$ cat config.mk
export PLATFORM = sky130hd
export DESIGN_NAME = format_radix_printer_unit_flat
export DESIGN_NICKNAME = d
export VERILOG_FILES = /design/src/rtl/core/frp_pkg.sv /design/src/rtl/core/frp_if.sv /design/src/rtl/core/frp_front.sv /design/src/rtl/core/frp_queue.sv /design/src/rtl/core/frp_back.sv /design/src/rtl/core/format_radix_printer_unit.sv /design/src/flat_wrapper.sv
export SDC_FILE = /design/constraint.sdc
export NUM_CORES = 1
export LEC_CHECK = 0
export BUFFER_PORTS_ARGS = -buffer_cell sky130_fd_sc_hd__clkbuf_2
export CAP_MARGIN = 10
export CORE_ASPECT_RATIO = 1.75
export CORE_MARGIN = 5
export CORE_UTILIZATION = 40
export DETAILED_ROUTE_END_ITERATION = 16
export PLACE_DENSITY = 0.68
export RECOVER_POWER = 100
export SLEW_MARGIN = 25
export SYNTH_ARGS = -nofsm -noshare
export SYNTH_HDL_FRONTEND = slang
export SYNTH_SLANG_ARGS = --single-unit
$ cat constraint.sdc
create_clock -name clk -period 6.26 [get_ports clk]
set_input_delay 0.626 -clock clk [delete_from_list [all_inputs] [get_ports clk]]
set_output_delay 0.626 -clock clk [all_outputs]
set_load 0.02 [all_outputs]
$ cat src/rtl/core/frp_pkg.sv
// ----------------------------------------------------------------------------
// frp_pkg: shared types and constants of the radix printer
// Command format passed from the front end to the digit engine, ASCII codes
// and the reciprocal used for divide-by-ten.
// ----------------------------------------------------------------------------
package frp_pkg;

  // Argument field width on the input channel
  localparam int ARG_W = 32;

  // ASCII codes
  localparam logic [7:0] CH_PCT  = 8'h25;  // '%'
  localparam logic [7:0] CH_LU   = 8'h75;  // 'u'
  localparam logic [7:0] CH_LO   = 8'h6F;  // 'o'
  localparam logic [7:0] CH_LX   = 8'h78;  // 'x'
  localparam logic [7:0] CH_UX   = 8'h58;  // 'X'
  localparam logic [7:0] CH_ZERO = 8'h30;  // '0'
  localparam logic [7:0] CH_UA   = 8'h41;  // 'A'
  localparam logic [7:0] CH_LA   = 8'h61;  // 'a'

  // q = (v * RECIP10) >> RECIP_SHIFT equals v / 10 for any 32-bit v
  localparam logic [ARG_W-1:0] RECIP10     = 32'hCCCC_CCCD;
  localparam int               RECIP_SHIFT = 35;
  localparam logic [3:0]       DEC_LIMIT   = 4'd10;

  // Command kinds
  typedef enum logic [1:0] {
    OP_LIT = 2'd0,
    OP_DEC = 2'd1,
    OP_OCT = 2'd2,
    OP_HEX = 2'd3
  } op_t;

  typedef struct packed {
    op_t              op;
    logic             upper;
    logic [7:0]       ch;
    logic [ARG_W-1:0] arg;
  } cmd_t;

  // Digit value to ASCII
  function automatic logic [7:0] digit_char(input logic [3:0] d, input logic upper);
    logic [7:0] base;
    if (d < DEC_LIMIT) begin
      base = CH_ZERO + {4'b0000, d};
    end else begin
      base = (upper ? CH_UA : CH_LA) + {4'b0000, d} - {4'b0000, DEC_LIMIT};
    end
    return base;
  endfunction

endpackage

$ cat src/rtl/core/frp_if.sv
// ----------------------------------------------------------------------------
// frp_if: valid/ready channels of the radix printer
// frp_fmt_if carries format bytes with their argument, frp_text_if carries
// emitted characters with the end-of-run mark.
// ----------------------------------------------------------------------------
interface frp_fmt_if;
  logic                     valid;
  logic                     ready;
  logic [7:0]               fmt_char;
  logic [frp_pkg::ARG_W-1:0] arg_value;

  modport source (output valid, output fmt_char, output arg_value, input ready);
  modport sink   (input valid, input fmt_char, input arg_value, output ready);
endinterface

interface frp_text_if;
  logic       valid;
  logic       ready;
  logic [7:0] out_char;
  logic       run_last;

  modport source (output valid, output out_char, output run_last, input ready);
  modport sink   (input valid, input out_char, input run_last, output ready);
endinterface

$ cat src/rtl/core/frp_front.sv
// ----------------------------------------------------------------------------
// frp_front: format byte classifier
// Tracks the pending '%' and turns each accepted byte, but a '%' that arms it,
// into a literal or a conversion command for the command queue.
// ----------------------------------------------------------------------------
module frp_front (
  input  logic          clk,
  input  logic          rst,
  frp_fmt_if.sink       fmt,
  input  logic          full,
  output logic          push,
  output frp_pkg::cmd_t cmd
);
  import frp_pkg::*;

  logic pending;
  logic accept;

  assign fmt.ready = !full;
  assign accept    = fmt.valid && fmt.ready;

  // A '%' that arms the flag produces no command
  assign push = accept && (pending || (fmt.fmt_char != CH_PCT));

  // Decode the selector byte
  always_comb begin
    cmd.ch    = fmt.fmt_char;
    cmd.arg   = fmt.arg_value;
    cmd.upper = (fmt.fmt_char == CH_UX);
    cmd.op    = OP_LIT;
    if (pending) begin
      unique case (fmt.fmt_char) inside
        CH_LU:        cmd.op = OP_DEC;
        CH_LO:        cmd.op = OP_OCT;
        CH_LX, CH_UX: cmd.op = OP_HEX;
        default:      cmd.op = OP_LIT;
      endcase
    end
  end

  // Pending '%' flag
  always_ff @(posedge clk) begin
    if (rst) begin
      pending <= 1'b0;
    end else if (accept) begin
      if (pending) begin
        pending <= 1'b0;
      end else if (fmt.fmt_char == CH_PCT) begin
        pending <= 1'b1;
      end
    end
  end

endmodule

$ cat src/rtl/core/frp_queue.sv
// ----------------------------------------------------------------------------
// frp_queue: two-entry command queue
// Decouples the classifier from the digit engine.
// ----------------------------------------------------------------------------
module frp_queue (
  input  logic          clk,
  input  logic          rst,
  input  logic          push,
  input  frp_pkg::cmd_t push_cmd,
  output logic          full,
  output logic          q_valid,
  output frp_pkg::cmd_t q_cmd,
  input  logic          pop
);
  import frp_pkg::*;

  cmd_t       slot [2];
  logic       wr_ptr;
  logic       rd_ptr;
  logic [1:0] count;

  assign full    = (count == 2'd2);
  assign q_valid = (count != 2'd0);
  assign q_cmd   = slot[rd_ptr];

  // Storage
  always_ff @(posedge clk) begin
    if (push) begin
      slot[wr_ptr] <= push_cmd;
    end
  end

  // Pointers and fill level
  always_ff @(posedge clk) begin
    if (rst) begin
      wr_ptr <= 1'b0;
      rd_ptr <= 1'b0;
      count  <= 2'd0;
    end else begin
      if (push) wr_ptr <= !wr_ptr;
      if (pop)  rd_ptr <= !rd_ptr;
      case ({push, pop})
        2'b10:   count <= count + 2'd1;
        2'b01:   count <= count - 2'd1;
        default: count <= count;
      endcase
    end
  end

endmodule

$ cat src/rtl/core/frp_back.sv
// ----------------------------------------------------------------------------
// frp_back: digit engine and output register
// Splits a conversion value into digits least significant first (shift for
// octal/hex, reciprocal multiply for decimal), then plays them out in reverse.
// ----------------------------------------------------------------------------
module frp_back #(
  parameter int EFF_BITS = 32
) (
  input  logic          clk,
  input  logic          rst,
  input  logic          q_valid,
  input  frp_pkg::cmd_t q_cmd,
  output logic          q_pop,
  output logic          busy,
  frp_text_if.source    text
);
  import frp_pkg::*;

  localparam int DIGIT_SLOTS = (EFF_BITS + 2) / 3;
  localparam int CW          = $clog2(DIGIT_SLOTS + 1);
  localparam int IW          = $clog2(DIGIT_SLOTS);

  typedef enum logic [3:0] {
    ST_IDLE  = 4'b0001,
    ST_SPLIT = 4'b0010,
    ST_REM   = 4'b0100,
    ST_EMIT  = 4'b1000
  } state_t;

  state_t              state;
  op_t                 op;
  logic                upper;
  logic [EFF_BITS-1:0] val;
  logic [2*ARG_W-1:0]  prod;
  logic [3:0]          dig [DIGIT_SLOTS];
  logic [CW-1:0]       cnt;
  logic [CW-1:0]       rd_cnt;
  logic                o_valid;
  logic [7:0]          o_char;
  logic                o_last;

  logic                out_free;
  logic                o_load;
  logic [EFF_BITS-1:0] q_dec;
  logic [3:0]          q10_lo;
  logic [3:0]          rem_dig;
  logic [3:0]          split_dig;
  logic [EFF_BITS-1:0] split_val;
  logic [2*ARG_W-1:0]  mul_a;
  logic [2*ARG_W-1:0]  mul_b;

  assign text.valid    = o_valid;
  assign text.out_char = o_char;
  assign text.run_last = o_last;

  assign out_free = !o_valid || text.ready;
  assign busy     = (state != ST_IDLE);
  assign rd_cnt   = cnt - CW'(1);

  // Pop a literal only when it can go straight to the output register
  assign q_pop = (state == ST_IDLE) && q_valid && ((q_cmd.op != OP_LIT) || out_free);

  // Output register takes a popped literal or the next digit
  assign o_load = out_free && (((state == ST_IDLE) && q_valid && (q_cmd.op == OP_LIT)) ||
                               (state == ST_EMIT));

  // Octal and hex digits by shifting
  assign split_dig = (op == OP_HEX) ? val[3:0] : {1'b0, val[2:0]};
  assign split_val = (op == OP_HEX) ? (val >> 4) : (val >> 3);

  // Decimal: quotient from the registered product, remainder from low bits only
  assign mul_a   = {{ARG_W{1'b0}}, ARG_W'(val)};
  assign mul_b   = {{ARG_W{1'b0}}, RECIP10};
  assign q_dec   = EFF_BITS'(prod[2*ARG_W-1:RECIP_SHIFT]);
  assign q10_lo  = {q_dec[0], 3'b000} + {q_dec[2:0], 1'b0};
  assign rem_dig = val[3:0] - q10_lo;

  // Digit buffer and operands
  always_ff @(posedge clk) begin
    unique case (state)
      ST_IDLE: begin
        op    <= q_cmd.op;
        upper <= q_cmd.upper;
        val   <= q_cmd.arg[EFF_BITS-1:0];
      end
      ST_SPLIT: begin
        if (op == OP_DEC) begin
          prod <= mul_a * mul_b;
        end else begin
          dig[cnt[IW-1:0]] <= split_dig;
          val              <= split_val;
        end
      end
      ST_REM: begin
        dig[cnt[IW-1:0]] <= rem_dig;
        val              <= q_dec;
      end
      ST_EMIT: begin
      end
      default: begin
      end
    endcase
  end

  // Sequencer and output register
  always_ff @(posedge clk) begin
    if (rst) begin
      state   <= ST_IDLE;
      cnt     <= '0;
      o_valid <= 1'b0;
    end else begin
      if (o_load) begin
        o_valid <= 1'b1;
      end else if (o_valid && text.ready) begin
        o_valid <= 1'b0;
      end
      unique case (state)
        ST_IDLE: begin
          if (q_valid) begin
            if (q_cmd.op == OP_LIT) begin
              if (out_free) begin
                o_char  <= q_cmd.ch;
                o_last  <= 1'b1;
              end
            end else begin
              cnt   <= '0;
              state <= ST_SPLIT;
            end
          end
        end
        ST_SPLIT: begin
          if (op == OP_DEC) begin
            state <= ST_REM;
          end else begin
            cnt <= cnt + CW'(1);
            if (split_val == '0) state <= ST_EMIT;
          end
        end
        ST_REM: begin
          cnt <= cnt + CW'(1);
          state <= (q_dec == '0) ? ST_EMIT : ST_SPLIT;
        end
        ST_EMIT: begin
          if (out_free) begin
            o_char  <= digit_char(dig[rd_cnt[IW-1:0]], upper);
            o_last  <= (cnt == CW'(1));
            cnt     <= rd_cnt;
            if (cnt == CW'(1)) state <= ST_IDLE;
          end
        end
        default: state <= ST_IDLE;
      endcase
    end
  end

endmodule

$ cat src/rtl/core/format_radix_printer_unit.sv
// Path: a byte reaches the command queue at acceptance and a literal then goes
// to the output register; hex/octal is split one digit per split step, decimal
// with a multiply step and a remainder step per digit.
// Throughput: one literal per cycle while the output is not stalled; the digit
// engine takes no new command until all n digits (n up to 11) of a conversion are out.
// Reset: synchronous; clears the pending '%', the queue and the output beat.
// ----------------------------------------------------------------------------
// format_radix_printer_unit: printf-style unsigned formatter
// Echoes format bytes and expands %u, %o, %x and %X into digit runs.
// ----------------------------------------------------------------------------
module format_radix_printer_unit #(
  parameter int ARG_BITS = 32
) (
  input  logic       clk,
  input  logic       rst,
  frp_fmt_if.sink    fmt,
  frp_text_if.source text
);
  import frp_pkg::*;

  localparam int EFF_BITS = (ARG_BITS < ARG_W) ? ARG_BITS : ARG_W;

  logic push;
  cmd_t push_cmd;
  logic full;
  logic q_valid;
  cmd_t q_cmd;
  logic q_pop;
  logic busy;

  frp_front u_front (
    .clk  (clk),
    .rst  (rst),
    .fmt  (fmt),
    .full (full),
    .push (push),
    .cmd  (push_cmd)
  );

  frp_queue u_queue (
    .clk      (clk),
    .rst      (rst),
    .push     (push),
    .push_cmd (push_cmd),
    .full     (full),
    .q_valid  (q_valid),
    .q_cmd    (q_cmd),
    .pop      (q_pop)
  );

  frp_back #(
    .EFF_BITS (EFF_BITS)
  ) u_back (
    .clk     (clk),
    .rst     (rst),
    .q_valid (q_valid),
    .q_cmd   (q_cmd),
    .q_pop   (q_pop),
    .busy    (busy),
    .text    (text)
  );

`ifndef SYNTH
  // Engine never pops an empty queue
  a_pop_nonempty: assert property (@(posedge clk) disable iff (rst) q_pop |-> q_valid)
    else $error("command popped from empty queue");

  // Engine takes a new command only when idle
  a_pop_idle: assert property (@(posedge clk) disable iff (rst) q_pop |-> !busy)
    else $error("command popped while conversion in progress");

  // A conversion starts only from a popped command
  a_busy_start: assert property (@(posedge clk) disable iff (rst) $rose(busy) |-> $past(q_pop))
    else $error("digit engine started without a command");
`endif

endmodule

$ cat src/flat_wrapper.sv
// flat-port wrapper written by rule: the top's interface ports become plain ports
module format_radix_printer_unit_flat import frp_pkg::*;
#(
  parameter int ARG_BITS = 32
)
  (clk, rst, fmt_valid, fmt_fmt_char, fmt_arg_value, fmt_ready, text_valid, text_out_char, text_run_last, text_ready);
  frp_fmt_if fmt_i ();
  frp_text_if text_i ();
  input  logic clk;
  input  logic rst;
  input wire logic [$bits(fmt_i.valid)-1:0] fmt_valid;
  input wire logic [$bits(fmt_i.fmt_char)-1:0] fmt_fmt_char;
  input wire logic [$bits(fmt_i.arg_value)-1:0] fmt_arg_value;
  output wire logic [$bits(fmt_i.ready)-1:0] fmt_ready;
  output wire logic [$bits(text_i.valid)-1:0] text_valid;
  output wire logic [$bits(text_i.out_char)-1:0] text_out_char;
  output wire logic [$bits(text_i.run_last)-1:0] text_run_last;
  input wire logic [$bits(text_i.ready)-1:0] text_ready;
  assign fmt_i.valid = fmt_valid;
  assign fmt_i.fmt_char = fmt_fmt_char;
  assign fmt_i.arg_value = fmt_arg_value;
  assign fmt_ready = fmt_i.ready;
  assign text_valid = text_i.valid;
  assign text_out_char = text_i.out_char;
  assign text_run_last = text_i.run_last;
  assign text_i.ready = text_ready;
  format_radix_printer_unit #(.ARG_BITS(ARG_BITS)) u_core (.clk(clk), .rst(rst), .fmt(fmt_i), .text(text_i));
endmodule
==> impl_metrics.tcl <==
set metrics [dict create \
    area_delta_synth_final_pct 25.2 \
    vias 19100 \
    tritoncts.num_buffers 23 \
    multi_input_comb_area_um2 18400 \
    drt-vias-per-instance 5.30 \
    netlist_area_pre_place_um2 25800 \
    grt_pass1_vias 21800 \
    yosysTopAreaCell "sky130_fd_sc_hd__fa_1" \
    initial_core_util_pct 40.2 \
    placed_cells 3513 \
    fin_nets 3561 \
    worst_pin_slew_ns 3.14 \
    synth_enable_flop_cells 203 \
    most_frequently_used_cell_type_in_the_post_synthesis_netlist "sky130_fd_sc_hd__inv_1" \
    wl_per_cell_um 24.8 \
    ys_async_sr_fraction_pct 0 \
    cts_tree "done" \
    cts.hold.buffers_added 0 \
    gr-usage-all-layers_pct 25.4 \
    final_number_of_setup_violating_endpoints 29 \
    cp_slowest_stage_delay_ns 0.63 \
    timing.critical_path.cells "buf_4, ha_1, inv_1, ha_4, inv_1, fa_1, inv_1, fa_1, fa_1, fa_1, fa_1, fa_2, ha_4, nand2_2, nor2_4, and3_4, nand3_4, or4_4, o21ai_0, buf_4, xor2_1" \
    maxCapViolCount 7 \
    synth_area_per_cell_um2 11.2 \
    global_route_wire_length_before_repair_um 132000 \
    route.final.wire_length_um 89500 \
    fin_crit_ns 7.08 \
    failing_checks "capacitance limit, slew limit, setup timing" \
    report.final.slew_viol_count 217 \
    timing.hold.worst.class "in -> reg" \
    reg2reg_setup_slack_ns -0.82 \
    timing.critical_path.to_type "flip-flop" \
    yosysUniqueCellTypes 70 \
    insertion_delay_ns 0.54 \
    cts_max_level 1 \
    post_synth_main_area_contributors "sky130_fd_sc_hd__fa_1 30%, sky130_fd_sc_hd__edfxtp_1 24%, sky130_fd_sc_hd__ha_1 17%, sky130_fd_sc_hd__inv_1 8.0%, sky130_fd_sc_hd__mux2i_1 2.8%" \
    cts.reportedPaths.clkPinSlew_ns 0.08 \
    fp-row-count 123 \
    detail_route.iter0.violations 1133 \
    final_critical_path_setup_slack_ns -0.822 \
    r2r.worst_path.cells 21 \
    postLayoutCoreUtil_pct 50.3 \
    synth_top_flop_cell "sky130_fd_sc_hd__edfxtp_1" \
    finalClockSkew_ns 0.0421 \
    unrepaired_setup_endpoints_after_global_routing "yes" \
    worstHoldStart "fmt_arg_value[8]" \
    timing.critical_path.arrival_ns 7.37 \
    worstSetupPathType "reg -> reg" \
    die_span_in_x_um 202 \
    core_area_um2 64200 \
    io_buffer_count 54 \
    placedInstanceArea_um2 30300 \
    clockRootBuffer "sky130_fd_sc_hd__clkbuf_16" \
    run_status "finished, violations left" \
    drt_first_pass_iters 6 \
    layout.cell_area.non_filler_um2 32300 \
    globalRoute.totalOverflow 0 \
    die_y_um 346 \
    timing.max_slew.rel_slack_pct -110 \
    critPathMostFrequentCell "sky130_fd_sc_hd__fa_1" \
    post_route_cells_drive_above_1_share_pct 24.8 \
    dpl.hpwl_um 76500 \
    achievable-frequency_mhz 141 \
    hold-path-cell-count 1 \
    hold_slack_ns 0.283 \
    ys_seq_area_share_pct 24.8 \
    ioPinCount 55 \
    maximum_number_of_pins_on_one_net_before_global_route_repair 46 \
    finalHoldViolations 0 \
    worst_setup_path_startpoint "u_core.u_back.val[1]" \
    number_of_antenna_violations_at_the_first_check_in_global_routing 1 \
    antenna_left 0 \
    max-clock-path-buffers 3 \
    hold_path_end "u_core.u_queue.slot[0][8]" \
    r2r_end "u_core.u_back.prod[43]" \
    fillerInstances 5579 \
    yosys.area.top_type_share_pct 30.0 \
    area.sequential_um2 6400 \
    cp_slowest_cell "sky130_fd_sc_hd__o21ai_0" \
    drc 0 \
    cts.sinks 218 \
    gp_routability_congestion 1.06 \
    layout_worst_path_cycle_share_pct 113 \
    post_synth_inst_count 2299 \
    netlist_top_cells_count "547 x sky130_fd_sc_hd__inv_1, 386 x sky130_fd_sc_hd__fa_1, 354 x sky130_fd_sc_hd__ha_1" \
    synth.ff_latch_count 218 \
    die-area_um2 69900 \
    startpoint_type "flip-flop" \
    yosysWarnings 0 \
    regToRegStartpoint "u_core.u_back.val[1]" \
    number_of_nets_produced_by_synthesis 3083 \
    worst-path-max-fanout 3 \
    worst_ep_required_time_ns 6.55 \
    final_cells 3606 \
]
==> worst max-delay path by stage <==
stage	endpoint	slack, ns	depth (start not counted)
after floorplan	u_core.u_back.prod[63]	-0.45	24
after global placement	u_core.u_back.prod[61]	-1.08	25
after detailed placement	u_core.u_back.prod[61]	-1.09	21
after CTS	u_core.u_back.prod[62]	-0.79	26
after global routing	u_core.u_back.prod[63]	-1.0	23
final	u_core.u_back.prod[43]	-0.82	21
==> per-stage QoR <==
step / TNS (ns) / setup WS (ns)
floorplan: -2.62 / -0.449
global placement: -22.63 / -1.08
detailed placement: -23.30 / -1.09
CTS: -16.48 / -0.786
global route: -21.97 / -0.999
finish: -17.11 / -0.822
==> sequential cells by signal, indices dropped and copies added, names as in the netlist, 2 cells and up, named ones only <==
name / flops
u_core.u_back.dig: 44
u_core.u_back.state: 4
u_core.u_back.val: 32
u_core.u_back.op: 2
u_core.u_queue.count: 2
u_core.u_back.prod: 29
u_core.u_queue.slot: 86
u_core.u_back.text.out_char: 8
u_core.u_back.cnt: 4
==> layout by cell type (no fill, tap or decap), drive strengths merged, types with 52 or more instances in the layout <==
cell    instances
nand2          90
a21oi         103
o21ai          65
nor2           65
mux2i          73
buf           431
xor2           52
edfxtp        203
clkbuf         88
inv           552
ha            354
fa            386
==> worst max-delay path: cells and delay by family (launching register included) <==
| family | cells | cell delay (ns) |
|---|---|---|
| XOR/XNOR | 1 | 0.06 |
| flip-flops | 1 | 0.41 |
| AO/OA/AOI/OAI | 1 | 0.63 |
| adder cells (fa/ha/maj) | 9 | 4.02 |
| buffers and inverters | 5 | 0.71 |
| AND/OR/NAND/NOR | 5 | 0.97 |
==> per-layer routing <==
metal / wire length, µm / GRT usage, %
met3: 3250 / 2.92
met4: 12700 / 25.3
met2: 47900 / 47.8
met1: 25700 / 22.5
met5: 0 / 0
==> cell families (layout without fill, tap and decap cells) <==
kind of cell / after synthesis / after routing / synth area share, %
AOI/OAI and AO/OA: 283 / 283 / 6.89
xor gates and xnor gates: 88 / 88 / 2.99
adders and majority gates: 740 / 740 / 47.1
buffers and inverters: 588 / 1082 / 8.67
DFF: 218 / 218 / 24.8
muxes: 87 / 87 / 3.79
other: 0 / 1 / 0
and+or+nand+nor: 295 / 295 / 5.72
==> area by class of cell <==
type	instances	share of cell area, %
Multi-Input combinational cell	1493	57.0
Sequential cell	218	19.8
Timing Repair Buffer	494	11.3
Inverter	547	6.40
Tap cell	812	3.15
Clock buffer	25	1.81
Clock inverter	16	0.523
Antenna cell	1	0.00775
==> repair_timing <==
| item | CTS | global route |
|---|---|---|
| resized for setup | 132 | 78 |
| pin swaps | 67 | 57 |
| setup buffers | 39 | 18 |
| setup endpoints to repair | 29 | 29 |
Power is left out: the tool's default activity adds up to more than one toggle a clock period on the data nets, which glitch-free logic cannot reach.
